<file path="config.mk">
export PLATFORM = sky130hd
export DESIGN_NAME = sorted_key_value_table_core
export DESIGN_NICKNAME = d
export VERILOG_FILES = /design/src/skvt_pkg.sv /design/src/skvt_ctrl.sv /design/src/skvt_datapath.sv /design/src/sorted_key_value_table_core.sv
export SDC_FILE = /design/constraint.sdc
export NUM_CORES = 2
export LEC_CHECK = 0
export ABC_AREA = 0
export BUFFER_PORTS_ARGS = -buffer_cell sky130_fd_sc_hd__buf_2
export CAP_MARGIN = 40
export CORE_AREA = 2 2 279 350
export DETAILED_ROUTE_END_ITERATION = 16
export DIE_AREA = 0 0 281 352
export PLACE_DENSITY = 0.66
export SETUP_SLACK_MARGIN = 0.15
export SYNTH_ARGS = -nofsm -noshare
export SYNTH_HDL_FRONTEND = slang
export SYNTH_SLANG_ARGS = --single-unit
</file>
<file path="constraint.sdc">
create_clock -name clock -period 5.4 [get_ports clock]
set_input_delay 0.81 -clock clock [delete_from_list [all_inputs] [get_ports clock]]
set_output_delay 0.81 -clock clock [all_outputs]
set_load 0.005 [all_outputs]
</file>
<file path="src/skvt_pkg.sv">
// Shared types and constants for the sorted key/value table.
// No dependencies; used by skvt_ctrl, skvt_datapath and the top level.
`timescale 1ns / 1ps

package skvt_pkg;

   localparam int DEPTH_DEFAULT     = 16;
   localparam int KEY_WIDTH_DEFAULT = 32;
   localparam int VALUE_WIDTH       = 8;
   localparam int FUNC_WIDTH        = 2;
   localparam int STATUS_WIDTH      = 2;
   localparam int OUT_CNT_WIDTH     = 5;

   // Request operation codes; the unused code acts as a lookup.
   localparam logic [FUNC_WIDTH-1:0] FUNC_INSERT = 2'd0;
   localparam logic [FUNC_WIDTH-1:0] FUNC_ERASE  = 2'd1;
   localparam logic [FUNC_WIDTH-1:0] FUNC_LOOKUP = 2'd2;

   // Response status codes.
   localparam logic [STATUS_WIDTH-1:0] STATUS_DONE      = 2'd0;
   localparam logic [STATUS_WIDTH-1:0] STATUS_EXISTED   = 2'd1;
   localparam logic [STATUS_WIDTH-1:0] STATUS_NOT_FOUND = 2'd2;
   localparam logic [STATUS_WIDTH-1:0] STATUS_FULL      = 2'd3;

   // Commands from the controller to the datapath.
   typedef struct packed {
      logic capture;   // latch request and compare against every cell
      logic commit;    // apply the operation and load the response registers
   } dp_cmd_type;

endpackage

</file>
<file path="src/skvt_ctrl.sv">
// Controller for the sorted key/value table: accept, execute, respond.
// Depends on skvt_pkg for the datapath command struct.
`timescale 1ns / 1ps

module skvt_ctrl (
   input  logic                  clock,
   input  logic                  reset,
   input  logic                  req_valid,
   output logic                  req_ready,
   output logic                  rsp_valid,
   input  logic                  rsp_ready,
   output skvt_pkg::dp_cmd_type  cmd
);

   typedef enum logic {
      S_IDLE,
      S_EXEC
   } state_type;

   state_type state_ff;
   logic      rsp_valid_ff;
   logic      out_free;

   // Output register can take a new response this cycle.
   assign out_free    = !rsp_valid_ff || rsp_ready;
   // No transaction is taken while reset is held.
   assign req_ready   = (state_ff == S_IDLE) && !reset;
   assign rsp_valid   = rsp_valid_ff;
   assign cmd.capture = (state_ff == S_IDLE) && req_valid;
   assign cmd.commit  = (state_ff == S_EXEC) && out_free;

   always_ff @(posedge clock) begin
      if (reset) begin
         state_ff     <= S_IDLE;
         rsp_valid_ff <= 1'b0;
      end else begin
         unique case (state_ff)
            S_IDLE: begin
               if (rsp_ready) rsp_valid_ff <= 1'b0;
               if (req_valid) state_ff <= S_EXEC;
            end
            S_EXEC: begin
               if (out_free) begin
                  rsp_valid_ff <= 1'b1;
                  state_ff     <= S_IDLE;
               end
            end
            default: state_ff <= S_IDLE;
         endcase
      end
   end

endmodule

</file>
<file path="src/skvt_datapath.sv">
// Datapath for the sorted key/value table: a row of key/value cells with
// per-cell compare, shift-up/shift-down moves and the response registers.
// Depends on skvt_pkg for codes, widths and the command struct.
`timescale 1ns / 1ps

module skvt_datapath #(
   parameter  int DEPTH     = skvt_pkg::DEPTH_DEFAULT,
   parameter  int KEY_WIDTH = skvt_pkg::KEY_WIDTH_DEFAULT,
   localparam int CNT_W     = $clog2(DEPTH + 1)
) (
   input  logic                                   clock,
   input  logic                                   reset,
   input  skvt_pkg::dp_cmd_type                   cmd,
   input  logic [skvt_pkg::FUNC_WIDTH-1:0]        req_func,
   input  logic signed [KEY_WIDTH-1:0]            req_key,
   input  logic [skvt_pkg::VALUE_WIDTH-1:0]       req_value,
   output logic [skvt_pkg::STATUS_WIDTH-1:0]      rsp_status,
   output logic                                   rsp_found,
   output logic [skvt_pkg::VALUE_WIDTH-1:0]       rsp_found_value,
   output logic [CNT_W-1:0]                       rsp_position,
   output logic [CNT_W-1:0]                       rsp_entry_count,
   output logic [CNT_W-1:0]                       entry_total
);

   localparam int VW = skvt_pkg::VALUE_WIDTH;

   // Cell row
   logic [KEY_WIDTH-1:0] key_ff [DEPTH];
   logic [KEY_WIDTH-1:0] key_in [DEPTH];
   logic [VW-1:0]        val_ff [DEPTH];
   logic [VW-1:0]        val_in [DEPTH];
   logic [CNT_W-1:0]     count_ff;
   logic [CNT_W-1:0]     count_in;

   // Latched request and per-cell compare flags
   logic [skvt_pkg::FUNC_WIDTH-1:0] func_ff;
   logic [KEY_WIDTH-1:0]            rkey_ff;
   logic [VW-1:0]                   rval_ff;
   logic [DEPTH-1:0]                lt_ff;
   logic [DEPTH-1:0]                lt_in;
   logic [DEPTH-1:0]                eq_ff;
   logic [DEPTH-1:0]                eq_in;

   // Response registers
   logic [skvt_pkg::STATUS_WIDTH-1:0] status_ff;
   logic [skvt_pkg::STATUS_WIDTH-1:0] status_in;
   logic                              found_ff;
   logic [VW-1:0]                     fval_ff;
   logic [VW-1:0]                     fval_out;
   logic [CNT_W-1:0]                  pos_ff;

   logic [DEPTH-1:0] first;
   logic [CNT_W-1:0] pos;
   logic [VW-1:0]    hit_val;
   logic             hit;
   logic             full;
   logic             do_insert;
   logic             do_update;
   logic             do_erase;

   // lt flags form a thermometer; the first clear flag is the lower bound.
   assign first     = ~lt_ff & {lt_ff[DEPTH-2:0], 1'b1};
   assign hit       = |eq_ff;
   assign full      = (count_ff == CNT_W'(DEPTH));
   assign do_insert = (func_ff == skvt_pkg::FUNC_INSERT) && !hit && !full;
   assign do_update = (func_ff == skvt_pkg::FUNC_INSERT) && hit;
   assign do_erase  = (func_ff == skvt_pkg::FUNC_ERASE) && hit;

   always_comb begin
      pos     = '0;
      hit_val = '0;
      for (int i = 0; i < DEPTH; i++) begin
         if (first[i]) pos = pos | CNT_W'(i);
         if (eq_ff[i]) hit_val = hit_val | val_ff[i];
      end
      if (&lt_ff) pos = CNT_W'(DEPTH);
   end

   always_comb begin
      count_in  = count_ff;
      fval_out  = '0;
      status_in = skvt_pkg::STATUS_NOT_FOUND;
      case (func_ff)
         skvt_pkg::FUNC_INSERT: begin
            if (hit) begin
               status_in = skvt_pkg::STATUS_EXISTED;
               fval_out  = hit_val;
            end else if (full) begin
               status_in = skvt_pkg::STATUS_FULL;
            end else begin
               status_in = skvt_pkg::STATUS_DONE;
               count_in  = count_ff + CNT_W'(1);
            end
         end
         skvt_pkg::FUNC_ERASE: begin
            if (hit) begin
               status_in = skvt_pkg::STATUS_DONE;
               count_in  = count_ff - CNT_W'(1);
            end
         end
         default: begin
            if (hit) begin
               status_in = skvt_pkg::STATUS_EXISTED;
               fval_out  = hit_val;
            end
         end
      endcase
   end

   for (genvar g = 0; g < DEPTH; g++) begin : g_cell
      logic [KEY_WIDTH-1:0] prev_key;
      logic [VW-1:0]        prev_val;
      logic [KEY_WIDTH-1:0] next_key;
      logic [VW-1:0]        next_val;

      if (g == 0) begin : g_head
         assign prev_key = rkey_ff;
         assign prev_val = rval_ff;
      end else begin : g_mid
         assign prev_key = key_ff[g-1];
         assign prev_val = val_ff[g-1];
      end

      if (g == DEPTH - 1) begin : g_tail
         assign next_key = key_ff[g];
         assign next_val = val_ff[g];
      end else begin : g_body
         assign next_key = key_ff[g+1];
         assign next_val = val_ff[g+1];
      end

      assign lt_in[g] = (CNT_W'(g) < count_ff) && ($signed(key_ff[g]) < req_key);
      assign eq_in[g] = (CNT_W'(g) < count_ff) && (key_ff[g] == req_key);

      always_comb begin
         key_in[g] = key_ff[g];
         val_in[g] = val_ff[g];
         if (cmd.commit) begin
            if (do_insert && !lt_ff[g]) begin
               if (first[g]) begin
                  key_in[g] = rkey_ff;
                  val_in[g] = rval_ff;
               end else begin
                  key_in[g] = prev_key;
                  val_in[g] = prev_val;
               end
            end else if (do_update && eq_ff[g]) begin
               val_in[g] = rval_ff;
            end else if (do_erase && !lt_ff[g]) begin
               key_in[g] = next_key;
               val_in[g] = next_val;
            end
         end
      end

      always_ff @(posedge clock) begin
         key_ff[g] <= key_in[g];
         val_ff[g] <= val_in[g];
      end
   end

   always_ff @(posedge clock) begin
      if (reset) begin
         count_ff <= '0;
      end else if (cmd.commit) begin
         count_ff <= count_in;
      end
   end

   always_ff @(posedge clock) begin
      if (cmd.capture) begin
         func_ff <= req_func;
         rkey_ff <= req_key;
         rval_ff <= req_value;
         lt_ff   <= lt_in;
         eq_ff   <= eq_in;
      end
      if (cmd.commit) begin
         status_ff <= status_in;
         found_ff  <= hit;
         fval_ff   <= fval_out;
         pos_ff    <= pos;
      end
   end

   logic [CNT_W-1:0] count_out_ff;

   always_ff @(posedge clock) begin
      if (cmd.commit) count_out_ff <= count_in;
   end

   assign rsp_status      = status_ff;
   assign rsp_found       = found_ff;
   assign rsp_found_value = fval_ff;
   assign rsp_position    = pos_ff;
   assign rsp_entry_count = count_out_ff;
   assign entry_total     = count_ff;

endmodule

</file>
<file path="src/sorted_key_value_table_core.sv">
// Top level of the sorted key/value table: controller plus cell-row datapath.
// Depends on skvt_pkg, skvt_ctrl and skvt_datapath.
//
//   channel | direction | ports                                   | handshake
//   req     | in        | req_func, req_key, req_value            | req_valid / req_ready
//   rsp     | out       | rsp_status, rsp_found, rsp_found_value, | rsp_valid / rsp_ready
//           |           | rsp_position, rsp_entry_count           |
//
// A transaction latches the request and every cell's compare result at the
// accept edge, then shifts the cell row and loads the response registers at
// the commit edge. The cell row is updated once per transaction.
// Synchronous reset empties the table; no clearing pass is needed.
// A response waiting on rsp_ready holds the commit edge of the next transaction.
`timescale 1ns / 1ps

module sorted_key_value_table_core #(
   parameter int DEPTH     = skvt_pkg::DEPTH_DEFAULT,
   parameter int KEY_WIDTH = skvt_pkg::KEY_WIDTH_DEFAULT
) (
   input  logic                                     clock,
   input  logic                                     reset,
   input  logic                                     req_valid,
   output logic                                     req_ready,
   input  logic [skvt_pkg::FUNC_WIDTH-1:0]          req_func,
   input  logic signed [KEY_WIDTH-1:0]              req_key,
   input  logic [skvt_pkg::VALUE_WIDTH-1:0]         req_value,
   output logic                                     rsp_valid,
   input  logic                                     rsp_ready,
   output logic [skvt_pkg::STATUS_WIDTH-1:0]        rsp_status,
   output logic                                     rsp_found,
   output logic [skvt_pkg::VALUE_WIDTH-1:0]         rsp_found_value,
   output logic [skvt_pkg::OUT_CNT_WIDTH-1:0]       rsp_position,
   output logic [skvt_pkg::OUT_CNT_WIDTH-1:0]       rsp_entry_count
);

   localparam int CNT_W = $clog2(DEPTH + 1);
   localparam int OW    = skvt_pkg::OUT_CNT_WIDTH;

   skvt_pkg::dp_cmd_type cmd;
   logic [CNT_W-1:0]     position;
   logic [CNT_W-1:0]     entry_count;
   logic [CNT_W-1:0]     entry_total;

   skvt_ctrl u_ctrl (
      .clock     (clock),
      .reset     (reset),
      .req_valid (req_valid),
      .req_ready (req_ready),
      .rsp_valid (rsp_valid),
      .rsp_ready (rsp_ready),
      .cmd       (cmd)
   );

   skvt_datapath #(
      .DEPTH     (DEPTH),
      .KEY_WIDTH (KEY_WIDTH)
   ) u_datapath (
      .clock           (clock),
      .reset           (reset),
      .cmd             (cmd),
      .req_func        (req_func),
      .req_key         (req_key),
      .req_value       (req_value),
      .rsp_status      (rsp_status),
      .rsp_found       (rsp_found),
      .rsp_found_value (rsp_found_value),
      .rsp_position    (position),
      .rsp_entry_count (entry_count),
      .entry_total     (entry_total)
   );

   assign rsp_position    = OW'(position);
   assign rsp_entry_count = OW'(entry_count);

   // Table never holds more than DEPTH entries.
   assert property (@(posedge clock) disable iff (reset)
      entry_total <= CNT_W'(DEPTH))
      else $error("entry count above table depth");

   // Entry count moves by at most one per transaction.
   assert property (@(posedge clock) disable iff (reset)
      !$past(reset) |-> (entry_total <= $past(entry_total) + CNT_W'(1)) &&
                        (entry_total + CNT_W'(1) >= $past(entry_total)))
      else $error("entry count jumped by more than one");

   // One transaction at a time: no accept right after an accept.
   assert property (@(posedge clock) disable iff (reset)
      (req_valid && req_ready) |=> !req_ready)
      else $error("request accepted while previous one in flight");

   // Full and not-found responses never report a hit or a value.
   assert property (@(posedge clock) disable iff (reset)
      rsp_valid && (rsp_status == skvt_pkg::STATUS_FULL ||
                    rsp_status == skvt_pkg::STATUS_NOT_FOUND)
      |-> !rsp_found && (rsp_found_value == '0))
      else $error("miss response carries a hit");

endmodule
</file>
==> results.txt <==
Worst-case clock buffer depth: 3
Die ar.: 98900 µm²
Clk sinks: 742
Hold Fails Final Rpt: 0
Max Slew Vio Count: 0
Met3 Usage GRT: 0.0501
PwrDens: 267 nW/µm²
Layout Utilization: 0.549
Min Tclk post-route: 4140 ps
Leakage power: 22.3 nW
DRT Pass-1 Iters: 10
Antenna diodes: 0
Die Ht: 352 µm
Delay of the slowest critical-path stage: 850 ps
Max VDD drop: 232 µV
Final setup fails: 0
Routing usage on met1: 0.410
Vias: 37700
CTS tree: yes
Worst EP arrival: 4460 ps
Worst Setup Path Type: flop to flop
Worst flop-to-flop path startpoint: u_datapath.eq_ff[8]
Vias/cell: 6.58
Relative slew slack: 0.322
Synth async-reset ratio: 0
Number of flops mapped to enable cells by yosys: 735
Setup crit end kind: flop
I/O pin cnt: 69
Post-DP HPWL: 122000 µm
Die width: 281 µm
Core area: 95500 µm²
Register area share after synthesis: 0.467
Largest net degree at the start of global routing: 65
Hold Crit Class: input port to flop
Reg clk slew, reported paths: 60 ps
Most common cell in the netlist: edfxtp_1
Hold Startpoint: req_value[5]
M2 GR Usage: 0.536
Largest area contributor in the netlist: edfxtp_1
Initial core utilization: 0.498
Max-cap violations: 0
DRC violations left: 0
Post-CTS setup buffer count: 0
Clk Latency, worst-skew pair: 670 ps
Hold Buf Count CTS: 0
Crit-path max FO: 19
Crit-path cells: nor4_1, nand4_2, buf_4, nand3b_4, nand2_1, nand2_1, nor2_4, buf_4
Number of antenna violations at the first check in global routing: 3
Post-synth top flop: edfxtp_1
Status: finished, final reports clean
Input/output buffers: 68
WHS: 325 ps
Area grow syn2layout: 10.2%
Cell area after synthesis: 47600 µm²
Worst slack, placed: 1320 ps
Synth Warn #: 0
Layout net count: 4928
Most Crowded Layer GR: met2
Site Rows: 127
Tot Pwr: 14.0 mW
Vias in the first global route: 36300
Crit path from: u_datapath.eq_ff[8]
Global-route wire length before repair: 242000 µm
Post-synth top area share: 0.464
Synth cell types: 74
Final setup margin: 1260 ps
Post-synth top cells: 735 x edfxtp_1, 592 x a21oi_1, 515 x ha_1, 494 x nor2_1, 450 x mux2i_1
H-Tree Depth: 3
Fillers: 8210
Cells after Synth: 4341
Wirelength per Cell: 28.9 µm
GRT overflow: 0
Peak Freq: 242 MHz
1st-iter DRT viols: 4918
PostCTS Resize Cnt: 0
Startpoint types: flop
Setup tns final: 0 ps
Leading post-synthesis cells by cell area: edfxtp_1 46%, ha_1 14%, mux2i_1 9.5%, a21oi_1 6.2%, nor2_1 3.9%
Syn avg cell area: 11.0 µm²
Unrepaired setup endpoints after global routing: false
Drt total wl: 166000 µm
DRT antenna net count: 0
GR Util All Layers: 0.329
TritonCTS buffer count: 81
Slowest-stage cell, CP: nor2_4
WP data required: 5720 ps
Clk root buf: clkbuf_16
Clk_skew: 24.4 ps
Fraction of layout cells with a size suffix above 1: 0.105
Gpl congestion: 1.02
Syn nets: 4902
Seq cells post-synth: 742
Final worst-path cycle share: 0.766
Actual slew at the worst max-slew pin: 1000 ps
-- final timing paths --
check                                     end  slack (ps)  cells after the start
min          u_datapath.g_cell[0].prev_val[5]         330                      1
min reg2reg                  u_ctrl.rsp_valid         500                      2
max                   u_datapath.key_ff[1][5]        1260                      8
max reg2reg           u_datapath.key_ff[1][5]        1260                      8
-- report_power, final --
group	internal [mW]	leakage (nW)	total [mW]	switching [mW]
sequential	6.44	6.75	6.73	0.281
clock	3.28	1.30	5.74	2.47
combinational	0.587	14.2	1.52	0.930
-- cells in the final DEF (no fill, tap or decap), types with 90 or more instances in the layout --
cell,Yosys,final
nand2_1,233,233
buf_4,28,90
ha_1,515,515
mux2i_1,450,450
o21ai_0,132,132
a222oi_1,112,112
a21oi_1,592,592
inv_1,179,179
nor2_1,494,468
edfxtp_1,735,735
-- sequential cells by signal, summed over array words and instances (netlist names) --
| signal | flops |
|---|---|
| u_datapath.rsp_position | 5 |
| u_datapath.rsp_status | 2 |
| u_datapath.g_cell.prev_key | 32 |
| u_datapath.val_ff | 128 |
| u_datapath.g_cell.prev_val | 8 |
| u_datapath.lt_ff | 16 |
| u_datapath.func_ff | 2 |
| u_datapath.entry_total | 5 |
| u_datapath.eq_ff | 16 |
| u_datapath.rsp_found_value | 8 |
| u_ctrl.rsp_valid | 1 |
| u_datapath.rsp_found | 1 |
| u_datapath.key_ff | 512 |
| u_datapath.rsp_entry_count | 5 |
| u_ctrl.state_ff | 1 |
-- worst max-delay path: cells and delay by family (launching register included) --
family	cells	cell delay (ps)
DFF	1	600
buffers and inverters	2	650
and+or+nand+nor	6	2520
-- per-stage QoR --
stage                     cells  area, µm²
after floorplan            4341      47600
after global placement     5548      49300
after detailed placement   5573      49800
after CTS                  5721      52400
after global routing       5722      52400
final                      5722      52400
-- layout make-up --
cell class / count / area (µm²) / area share
multi-input cells: 3179 / 23800 / 0.454
clock buffers: 102 / 2280 / 0.0435
flip-flops and latches: 742 / 22200 / 0.424
clock inverters: 46 / 383 / 0.00730
well taps: 1290 / 1610 / 0.0308
inverters: 180 / 676 / 0.0129
repair buffers: 183 / 1460 / 0.0278
-- cell families after synthesis --
kind of cell               after synthesis  synth area share
muxes                                  528             0.113
and+or+nand+nor                       1024            0.0991
AOI/OAI and AO/OA                     1095             0.144
adders and majority gates              515             0.135
xor gates and xnor gates                17           0.00313
buffers and inverters                  420            0.0381
DFF                                    742             0.467
-- metal layers --
layer | routed length (µm) | part of all wire | vias to the layer above
li1 | - | - | 16700
met1 | 61700 | 0.37 | 18300
met2 | 77700 | 0.47 | 2111
met3 | 14300 | 0.086 | 522
met4 | 11700 | 0.071 | 0
met5 | 0 | 0 | -
Note: power is estimated with default switching activity, not from simulation.
